[config.mk]
export PLATFORM = sky130hd
export DESIGN_NAME = cartridge_bank_mapper_irq
export DESIGN_NICKNAME = d
export VERILOG_FILES = /design/src/rtl/core/cbm_pkg.sv /design/src/rtl/core/cbm_core.sv /design/src/rtl/core/cartridge_bank_mapper_irq.sv
export VERILOG_INCLUDE_DIRS = /design/src /design/src/rtl/core
export SDC_FILE = /design/constraint.sdc
export NUM_CORES = 1
export LEC_CHECK = 0
export ABC_AREA = 1
export CORE_UTILIZATION = 45
export CTS_CLUSTER_SIZE = 25
export DETAILED_ROUTE_END_ITERATION = 6
export DONT_BUFFER_PORTS = 1
export GPL_ROUTABILITY_DRIVEN = 0
export PLACE_DENSITY_LB_ADDON = 0.12
export SYNTH_ARGS = -nofsm -noshare
export SYNTH_HDL_FRONTEND = slang
export SYNTH_HIERARCHICAL = 1
export SYNTH_SLANG_ARGS = --single-unit
[constraint.sdc]
create_clock -name clk -period 4.2 [get_ports clk]
set_input_delay 0.84 -clock clk [delete_from_list [all_inputs] [get_ports clk]]
set_output_delay 0.84 -clock clk [all_outputs]
set_load 0.05 [all_outputs]
[src/rtl/core/cartridge_bank_mapper_irq_macros.svh]
// Assertion macros shared by the cartridge bank mapper RTL.
// Both macros expect a signal named clk in the scope that uses them; CBM_ASSERT also expects rst_n.
`ifndef CARTRIDGE_BANK_MAPPER_IRQ_MACROS_SVH
`define CARTRIDGE_BANK_MAPPER_IRQ_MACROS_SVH

// The property is checked on every clock edge outside reset.
`define CBM_ASSERT(label, prop, msg) \
  label: assert property (@(posedge clk) disable iff (!rst_n) prop) else $error(msg);

// The property is also checked while reset is held.
`define CBM_ASSERT_ALWAYS(label, prop, msg) \
  label: assert property (@(posedge clk) prop) else $error(msg);

`endif

[src/rtl/core/cbm_pkg.sv]
// Types and constants for the cartridge bank mapper.
// Used by cbm_core and cartridge_bank_mapper_irq; depends on nothing else.
`timescale 1ns / 1ps

package cbm_pkg;

  localparam int unsigned WINDOW_COUNT = 11;
  localparam int unsigned PRG_WINDOWS  = 3;

  localparam logic [1:0] OP_WRITE = 2'd0;
  localparam logic [1:0] OP_TICK  = 2'd1;
  localparam logic [1:0] OP_PRG   = 2'd2;
  localparam logic [1:0] OP_PAT   = 2'd3;

  localparam logic [15:0] DEC_MASK = 16'hF003;

  localparam logic [3:0] DEC_PRG01 = 4'h8;
  localparam logic [3:0] DEC_PRG2  = 4'h9;
  localparam logic [3:0] DEC_PAT01 = 4'hA;
  localparam logic [3:0] DEC_PAT23 = 4'hB;
  localparam logic [3:0] DEC_PAT45 = 4'hC;
  localparam logic [3:0] DEC_PAT67 = 4'hD;
  localparam logic [3:0] DEC_LATCH = 4'hE;
  localparam logic [3:0] DEC_CTRL  = 4'hF;

  localparam logic [1:0] CTRL_LOAD   = 2'd0;
  localparam logic [1:0] CTRL_ACK    = 2'd1;
  localparam logic [1:0] CTRL_MIRROR = 2'd2;

  localparam logic [8:0] PRG_COUNT_RESET = 9'd32;
  localparam logic [7:0] PRG2_RESET      = 8'(PRG_COUNT_RESET - 9'd2);

  typedef logic [7:0] bank_t;

  typedef struct packed {
    logic [1:0]  operation;
    logic [15:0] address;
    logic [7:0]  write_data;
    logic [9:0]  tick_cycles;
  } in_item_t;

  typedef struct packed {
    logic [7:0] bank_number;
    logic       irq_line;
    logic [1:0] mirroring_mode;
  } out_item_t;

endpackage

[src/rtl/core/cbm_core.sv]
// Mapper state (bank windows, reload latch, down-counter, interrupt, mirroring)
// and the single-pass logic that applies one transaction. Depends on cbm_pkg and the assertion macros.
`timescale 1ns / 1ps
`include "cartridge_bank_mapper_irq_macros.svh"

module cbm_core (
  input  logic              clk,
  input  logic              rst_n,
  input  logic              fire,
  input  cbm_pkg::in_item_t item,
  input  logic [8:0]        prg_bank_count,
  output cbm_pkg::out_item_t result
);

  cbm_pkg::bank_t win_r   [cbm_pkg::WINDOW_COUNT];
  cbm_pkg::bank_t win_nxt [cbm_pkg::WINDOW_COUNT];
  logic [15:0] latch_r, latch_nxt;
  logic [15:0] cnt_r, cnt_nxt;
  logic        en_r, en_nxt;
  logic        irq_r, irq_nxt;
  logic [1:0]  mir_r, mir_nxt;

  logic [15:0] dec;
  logic [3:0]  dec_hi;
  logic [1:0]  dec_lo;
  logic        bus_wr;
  logic        win_wr_en;
  logic [3:0]  win_idx;
  logic [3:0]  rd_idx;
  logic [8:0]  fixed_bank;
  logic [15:0] cycles_ext;
  cbm_pkg::bank_t bank;

  assign dec        = item.address & cbm_pkg::DEC_MASK;
  assign dec_hi     = dec[15:12];
  assign dec_lo     = dec[1:0];
  assign bus_wr     = fire && (item.operation == cbm_pkg::OP_WRITE) && item.address[15];
  assign cycles_ext = {6'd0, item.tick_cycles};
  assign fixed_bank = prg_bank_count - 9'd1;

  // Window decode: bit 1 of the address picks the window of a pair, bit 0 the nibble.
  always_comb begin
    win_wr_en = 1'b0;
    win_idx   = '0;
    unique case (dec_hi)
      cbm_pkg::DEC_PRG01: begin
        win_wr_en = bus_wr;
        win_idx   = {3'd0, dec_lo[1]};
      end
      cbm_pkg::DEC_PRG2: begin
        win_wr_en = bus_wr && !dec_lo[1];
        win_idx   = 4'd2;
      end
      cbm_pkg::DEC_PAT01, cbm_pkg::DEC_PAT23, cbm_pkg::DEC_PAT45, cbm_pkg::DEC_PAT67: begin
        win_wr_en = bus_wr;
        win_idx   = 4'(cbm_pkg::PRG_WINDOWS) + {1'b0, ~dec_hi[1], dec_hi[0], dec_lo[1]};
      end
      default: begin
        win_wr_en = 1'b0;
      end
    endcase
  end

  always_comb begin
    for (int i = 0; i < cbm_pkg::WINDOW_COUNT; i++) begin
      win_nxt[i] = win_r[i];
      if (win_wr_en && (win_idx == 4'(i))) begin
        if (dec_lo[0]) begin
          win_nxt[i] = {item.write_data[3:0], win_r[i][3:0]};
        end else begin
          win_nxt[i] = {win_r[i][7:4], item.write_data[3:0]};
        end
      end
    end
  end

  always_comb begin
    latch_nxt = latch_r;
    cnt_nxt   = cnt_r;
    en_nxt    = en_r;
    irq_nxt   = irq_r;
    mir_nxt   = mir_r;
    if (fire) begin
      unique case (item.operation)
        cbm_pkg::OP_WRITE: begin
          if (item.address[15] && (dec_hi == cbm_pkg::DEC_LATCH)) begin
            unique case (dec_lo)
              2'd0:    latch_nxt[3:0]   = item.write_data[3:0];
              2'd1:    latch_nxt[7:4]   = item.write_data[3:0];
              2'd2:    latch_nxt[11:8]  = item.write_data[3:0];
              default: latch_nxt[15:12] = item.write_data[3:0];
            endcase
          end else if (item.address[15] && (dec_hi == cbm_pkg::DEC_CTRL)) begin
            unique case (dec_lo)
              cbm_pkg::CTRL_LOAD: cnt_nxt = latch_r;
              cbm_pkg::CTRL_ACK: begin
                irq_nxt = 1'b0;
                en_nxt  = item.write_data[0];
              end
              cbm_pkg::CTRL_MIRROR: mir_nxt = item.write_data[1:0];
              default: begin
                cnt_nxt = cnt_r;
              end
            endcase
          end
        end
        cbm_pkg::OP_TICK: begin
          // The count clamps at zero when the tick covers what is left.
          if (en_r) begin
            if (cnt_r <= cycles_ext) begin
              cnt_nxt = '0;
              en_nxt  = 1'b0;
              irq_nxt = 1'b1;
            end else begin
              cnt_nxt = cnt_r - cycles_ext;
            end
          end
        end
        default: begin
          cnt_nxt = cnt_r;
        end
      endcase
    end
  end

  // One read port serves both kinds of lookup.
  always_comb begin
    if (item.operation == cbm_pkg::OP_PAT) begin
      rd_idx = 4'(cbm_pkg::PRG_WINDOWS) + {1'b0, item.address[12:10]};
    end else begin
      rd_idx = {2'd0, item.address[14:13]};
    end
  end

  always_comb begin
    bank = '0;
    if (item.operation == cbm_pkg::OP_PRG) begin
      if (item.address[15]) begin
        if (item.address[14:13] == 2'b11) begin
          bank = fixed_bank[7:0];
        end else begin
          bank = win_r[rd_idx];
        end
      end
    end else if (item.operation == cbm_pkg::OP_PAT) begin
      bank = win_r[rd_idx];
    end
  end

  assign result.bank_number    = bank;
  assign result.irq_line       = irq_nxt;
  assign result.mirroring_mode = mir_nxt;

  always_ff @(posedge clk) begin
    if (!rst_n) begin
      win_r[0] <= '0;
      win_r[1] <= 8'd1;
      win_r[2] <= cbm_pkg::PRG2_RESET;
      for (int i = cbm_pkg::PRG_WINDOWS; i < cbm_pkg::WINDOW_COUNT; i++) begin
        win_r[i] <= '0;
      end
      latch_r  <= '0;
      cnt_r    <= '0;
      en_r     <= 1'b0;
      irq_r    <= 1'b0;
      mir_r    <= '0;
    end else begin
      for (int i = 0; i < cbm_pkg::WINDOW_COUNT; i++) begin
        win_r[i] <= win_nxt[i];
      end
      latch_r <= latch_nxt;
      cnt_r   <= cnt_nxt;
      en_r    <= en_nxt;
      irq_r   <= irq_nxt;
      mir_r   <= mir_nxt;
    end
  end

  `CBM_ASSERT(a_irq_rise_on_expiry, $rose(irq_r) |-> (!en_r && (cnt_r == 16'd0)), "interrupt raised without counter expiry")
  `CBM_ASSERT_ALWAYS(a_enable_irq_exclusive, !rst_n || !(en_r && irq_r), "counter enabled while interrupt pending")
  `CBM_ASSERT(a_disabled_tick_holds, (fire && (item.operation == cbm_pkg::OP_TICK) && !en_r) |=> $stable(cnt_r), "disabled counter changed on tick")

endmodule

[src/rtl/core/cartridge_bank_mapper_irq.sv]
// Top level of the cartridge bank mapper: input register, mapper core, result register
// and the bank count register. Depends on cbm_pkg and cbm_core.
`timescale 1ns / 1ps

// Channel   Direction  Handshake               Payload
// in_       input      in_valid / in_ready     cbm_pkg::in_item_t
// out_      output     out_valid / out_ready   cbm_pkg::out_item_t
// cfg_      input      cfg_wr_en               9-bit program bank count
//
// One transaction a cycle while the result side is ready; a transaction passes from the input register
// to the result register, and a stall on the result side can hold it in either register.
// The mapper state is updated as a transaction moves from the input register to the
// result register, so successive transactions see each other's effects in order.
// A stalled result register still leaves the input register free for one more transaction.
// Reset is synchronous; the bank count returns to 32 and the third program window to 30.

module cartridge_bank_mapper_irq (
  input  logic                clk,
  input  logic                rst_n,
  input  logic                in_valid,
  output logic                in_ready,
  input  cbm_pkg::in_item_t   in_item,
  output logic                out_valid,
  input  logic                out_ready,
  output cbm_pkg::out_item_t  out_item,
  input  logic                cfg_wr_en,
  input  logic [8:0]          cfg_wr_data
);

  logic               in_vld_r, in_vld_nxt;
  cbm_pkg::in_item_t  in_item_r;
  logic               out_vld_r, out_vld_nxt;
  cbm_pkg::out_item_t out_item_r;
  logic [8:0]         prg_count_r;
  logic               adv;
  logic               fire;
  logic               in_take;
  cbm_pkg::out_item_t result;

  assign adv      = !out_vld_r || out_ready;
  assign fire     = in_vld_r && adv;
  assign in_ready = !in_vld_r || adv;
  assign in_take  = in_valid && in_ready;

  assign in_vld_nxt  = in_take || (in_vld_r && !adv);
  assign out_vld_nxt = fire || (out_vld_r && !out_ready);

  cbm_core u_core (
    .clk            (clk),
    .rst_n          (rst_n),
    .fire           (fire),
    .item           (in_item_r),
    .prg_bank_count (prg_count_r),
    .result         (result)
  );

  always_ff @(posedge clk) begin
    if (!rst_n) begin
      in_vld_r    <= 1'b0;
      out_vld_r   <= 1'b0;
      prg_count_r <= cbm_pkg::PRG_COUNT_RESET;
    end else begin
      in_vld_r  <= in_vld_nxt;
      out_vld_r <= out_vld_nxt;
      if (cfg_wr_en) begin
        prg_count_r <= cfg_wr_data;
      end
    end
  end

  always_ff @(posedge clk) begin
    if (in_take) begin
      in_item_r <= in_item;
    end
    if (fire) begin
      out_item_r <= result;
    end
  end

  assign out_valid = out_vld_r;
  assign out_item  = out_item_r;

endmodule

# After elaboration in Yosys (flattened, before gate mapping)
# Memories as Yosys holds them, arrays and structs flattened.
# Index checks and enable logic that the tools add are counted.
dict set report totals {
  register_bits 89
  n_memories 1
  ramBits 88
  output_inout_bits 13
  inputBits 50
}
# memory depth width rd rd_ports_with_merged_regs write_ports line_no
set memory_table {}
lappend memory_table {u_core.win_r 11 8 1 0 11 cbm_core.sv:15} ;# cbm_pkg::bank_t win_r [cbm_pkg::WINDOW_COUNT];
dict set report op_classes {
  eq_ne 73
  n_addsub 4
  n_lt_le_gt_ge 1
  bitwise_logic 24
  reduce_logical 64
  n_mux 77
}
# operator count
set ops {}
lappend ops {{8-bit two-way mux} 26}
lappend ops {{4-bit two-way mux} 23}
lappend ops {{16-bit two-way mux} 5}
lappend ops {{3-bit AND reduction} 22}
lappend ops {{2-bit inequality test, second input constant} 26}
lappend ops {{4-bit == test, second input constant} 11}
lappend ops {{16-bit case mux with 2 select lines} 1}
lappend ops {{1-bit inequality test, second input constant} 22}
lappend ops {{1-bit bitwise OR} 22}
lappend ops {{1-bit logical AND} 20}
lappend ops {{4-bit by 3-bit == test with 1-bit output, second input constant} 4}
lappend ops {{16-bit by 10-bit <= comparator with 1-bit output} 1}
lappend ops {{4-bit AND reduction} 4}
lappend ops {{16-bit by 10-bit subtractor with 16-bit output} 1}
lappend ops {{1-bit two-way mux} 13}
lappend ops {{4-bit case mux with 3 select lines} 1}
lappend ops {{2-bit two-way mux} 5}
lappend ops {{2-bit by 3-bit adder with 4-bit output, first input constant} 2}
lappend ops {{2-bit == test, second input constant} 4}
lappend ops {{4-bit by 2-bit == test with 1-bit output, second input constant} 2}
lappend ops {{8-bit by 1-bit subtractor with 8-bit output, second input constant} 1}
lappend ops {{1-bit case mux with 2 select lines} 3}
lappend ops {{6-bit AND reduction} 1}
lappend ops {{1-bit logical NOT} 5}
lappend ops {{12 further kinds} 18}

# Depth between registers and ports, before layout
dict set report depth {
  ltp_word 11
  depth_mapped 16
}

# Hierarchy
# Netlist, hierarchy kept.
# mod cells_each n_inst seq_area_each_um2 area_each_um2
set by_module_without_submodules {}
lappend by_module_without_submodules {cbm_core 899 1 3363.2 6959.2}
lappend by_module_without_submodules {cartridge_bank_mapper_irq 99 1 1631.6 1829.3}

# Worst setup path after synthesis
# Ideal clock, no wire load.
dict set report synth_timing {
  path_type {in2reg}
  start {in out_ready}
  end {mem u_core/win_r[1][0] (netlist bit), enable pin}
  arrival_time_ps 2920
  slack_ps 919
  setup_ps 361
  required_time_ps 3839
  stages 10
  path_cell_list {inv_2 a21oi_1 inv_1 nor2_1 nand4_1 inv_1 nand3_1 inv_1 nand2_2 o21ai_0}
}
# item line_no
set synth_lines {}
lappend synth_lines {{start, declared} cartridge_bank_mapper_irq.sv:24} ;# input logic out_ready,
lappend synth_lines {{end, declared} cbm_core.sv:15}

==> summary.txt <==
Layout
  • Area grow syn2layout: 8.94%
  • Fraction of layout cells with a size suffix above 1: 7.19%
  • Nets: 1039
  • Most frequent cells in the layout: 208 x nand2_1, 141 x nor2_1, 123 x edfxtp_1, 104 x nand3_1, 92 x inv_1
  • Non-Filler Instances: 1218
  • Commonest non-fill, non-tap cell in the layout: nand2_1

Status
  • Failing checks: design-rule violations
  • Status: finished, violations left

Clock tree
  • CTS tree: yes
  • CTS Buf Count: 17
  • # Post-CTS Setup Buffers: 0
  • Htree depth: 4
  • Clock buffer depth: 2
  • Post-cts sizing count: 0
  • Clk root buf: clkbuf_16
  • Clock Sinks: between 150 and 200
  • Clock transition at path regs: roughly 0.07 ns
  • Worst-Skew Late Latency: approximately 0.43 ns
  • CTS Hold Bufs: 0

Timing
  • Final setup violating endpoints: 0
  • FMAX: around 0.33 GHz
  • Final clock period utilization by the worst path: 72.0%
  • Final hold vios: 0
  • Worst slew margin: about a third
  • Sum Neg Setup Slack: 0 ns
  • Slew @ Worst Pin: 1.01 ns
  • Clk_skew: 0.0103 ns
  • RSZ-0062 raised after global routing: false
  • Slew Limit Fails: 0
  • Setup WS post-layout: 1.17 ns
  • Period minus WS final: 3.03 ns
  • Hold WS: roughly 0.45 ns

Place
  • Post-place setup slack: about 1.1 ns
  • Port Buf Inserts: 0
  • Post-DP HPWL: about 14000 µm
  • Placed cell count: 1185

Worst setup path
  • RR Startpoint: in_item_r[35]
  • CP Max Fanout: 25
  • Largest delay contributor family on the critical path: simple AND/OR/NAND/NOR gates
  • Reg2reg end: out_item[5]
  • WP data arrival: 3.20 ns
  • CP startpoint: in_item_r[35]
  • Crit-path slowest cell: nand3_1
  • Reg2reg path depth: 12
  • Cells along the critical path: nand3_1, nand2_1, buf_4, inv_2, nand2_1, nand3_1, nand3_1, nand2_1, nand2_1, nand3_1, nand2_1, nand2_1
  • Startpoint Class: flip-flop
  • R2R Setup Slk: between 1 and 1.5 ns
  • Buffers & Inverters on Critical Path: 2
  • Worst EP required: 4.37 ns
  • Setup CP Type: flip-flop to flip-flop
  • CP endpoint: out_item[5]
  • WP depth: 12
  • Max incr delay on CP: 0.59 ns
  • Setup crit end kind: flip-flop
  • Worst path most repeated cell: nand2_1

Global routing
  • Pin count of the biggest net entering global routing: 64
  • Global-route wire length before repair: 32200 µm
  • Number of global-route vias before repair: about 6000
  • GRT Overall Usage: about 22%
  • Gr ovfl total: 0
  • Initial antenna violation count: 1

Floorplan
  • Chip height: about 140 µm
  • Area of the core: 18100 µm²
  • Die W: 139 µm
  • Io pins: 63
  • DIE AREA: 19200 µm²
  • Initial Util: 46.3%
  • FP Rows: just under 50

Logic synthesis
  • Post-Syn Nets: 1046
  • Cell count after synthesis: 982
  • Mean Syn Cell Area: 8.55 µm²
  • Synthesized area: roughly 8400 µm²
  • Synth warnings: 6

Detailed routing
  • Vias per Instance: 5.37
  • Drt pass-1 iters: 7
  • Antenna-violating nets left: 0
  • Detailed Route WL: 20400 µm
  • Via count: 6542
  • Routed wire per std cell: between 15 and 20 µm
  • DRT iter0 DRCs: 432
  • DRC Markers: 6

Power
  • Total power: between 3 and 4 mW
  • LEAKAGE: 3.69 nW
  • Worst VDD drop: roughly 280 µV
  • PD cells: ~420 nW/µm²

Min path
  • Worst min-delay path category: flip-flop to flip-flop

Job
  • Max-cap violations: 0
how the worst min path moves through the flow:
stage                        from            endpoint  depth (start not counted)
2_1_floorplan  u_core/latch_r[12]  u_core/latch_r[12]                          2
3_3_place_gp    u_core/latch_r[3]   u_core/latch_r[3]                          2
3_5_place_dp   u_core/latch_r[15]  u_core/latch_r[15]                          2
4_1_cts         u_core/latch_r[2]   u_core/latch_r[2]                          2
5_1_grt         u_core/latch_r[2]   u_core/latch_r[2]                          2
6_report        u_core/latch_r[2]   u_core/latch_r[2]                          2
worst min-delay path: cells and delay by family, from the launching register on:
family	cells	cell delay, ns
flip-flops	1	0.31
AO/OA/AOI/OAI	1	0.05
buffers and inverters	1	0.05
layout make-up:
type | count | area, µm²
Fill cell | 1768 | 9000
Sequential cell | 169 | 4610
Multi-Input combinational cell | 674 | 3200
Clock buffer | 17 | 425
Inverter | 108 | 413
Tap cell | 229 | 287
Clock inverter | 15 | 166
Timing Repair Buffer | 5 | 37.5
Antenna cell | 1 | 2.50
state kept, by name, summed over array words and instances (netlist names):
signal and flops:
in_item_r 24, in_vld_r 1, out_item 11, out_valid 1
prg_count_r 8, u_core/cnt_r 16, u_core/en_r 1, u_core/irq_r 1
u_core/latch_r 16, u_core/mir_r 2, u_core/win_r 88
report_power, final:
| part | internal (mW) | switching [mW] | leakage [nW] |
|---|---|---|---|
| clock | 0.890 | 0.679 | 0.282 |
| combinational | 0.110 | 0.274 | 1.79 |
| sequential | 1.85 | 0.0572 | 1.61 |
layer usage:
layer	share of wire, %	GRT usage [%]	routed length [µm]	vias up
met4	2.5	8.34	508	0
li1	-	-	-	3282
met5	0	0	0	-
met3	3.9	4.42	799	29
met2	48	36.8	9890	129
met1	45	28.2	9250	3102
through the flow:
step                      instance area (µm²)  util, %
after floorplan                          8400        -
after global placement                   8550     47.1
after detailed placement                 8550     47.1
after CTS                                9140     50.4
after global routing                     9140     50.4
final                                    9150     50.4
No activity file was read; power rests on OpenSTA's default activity.
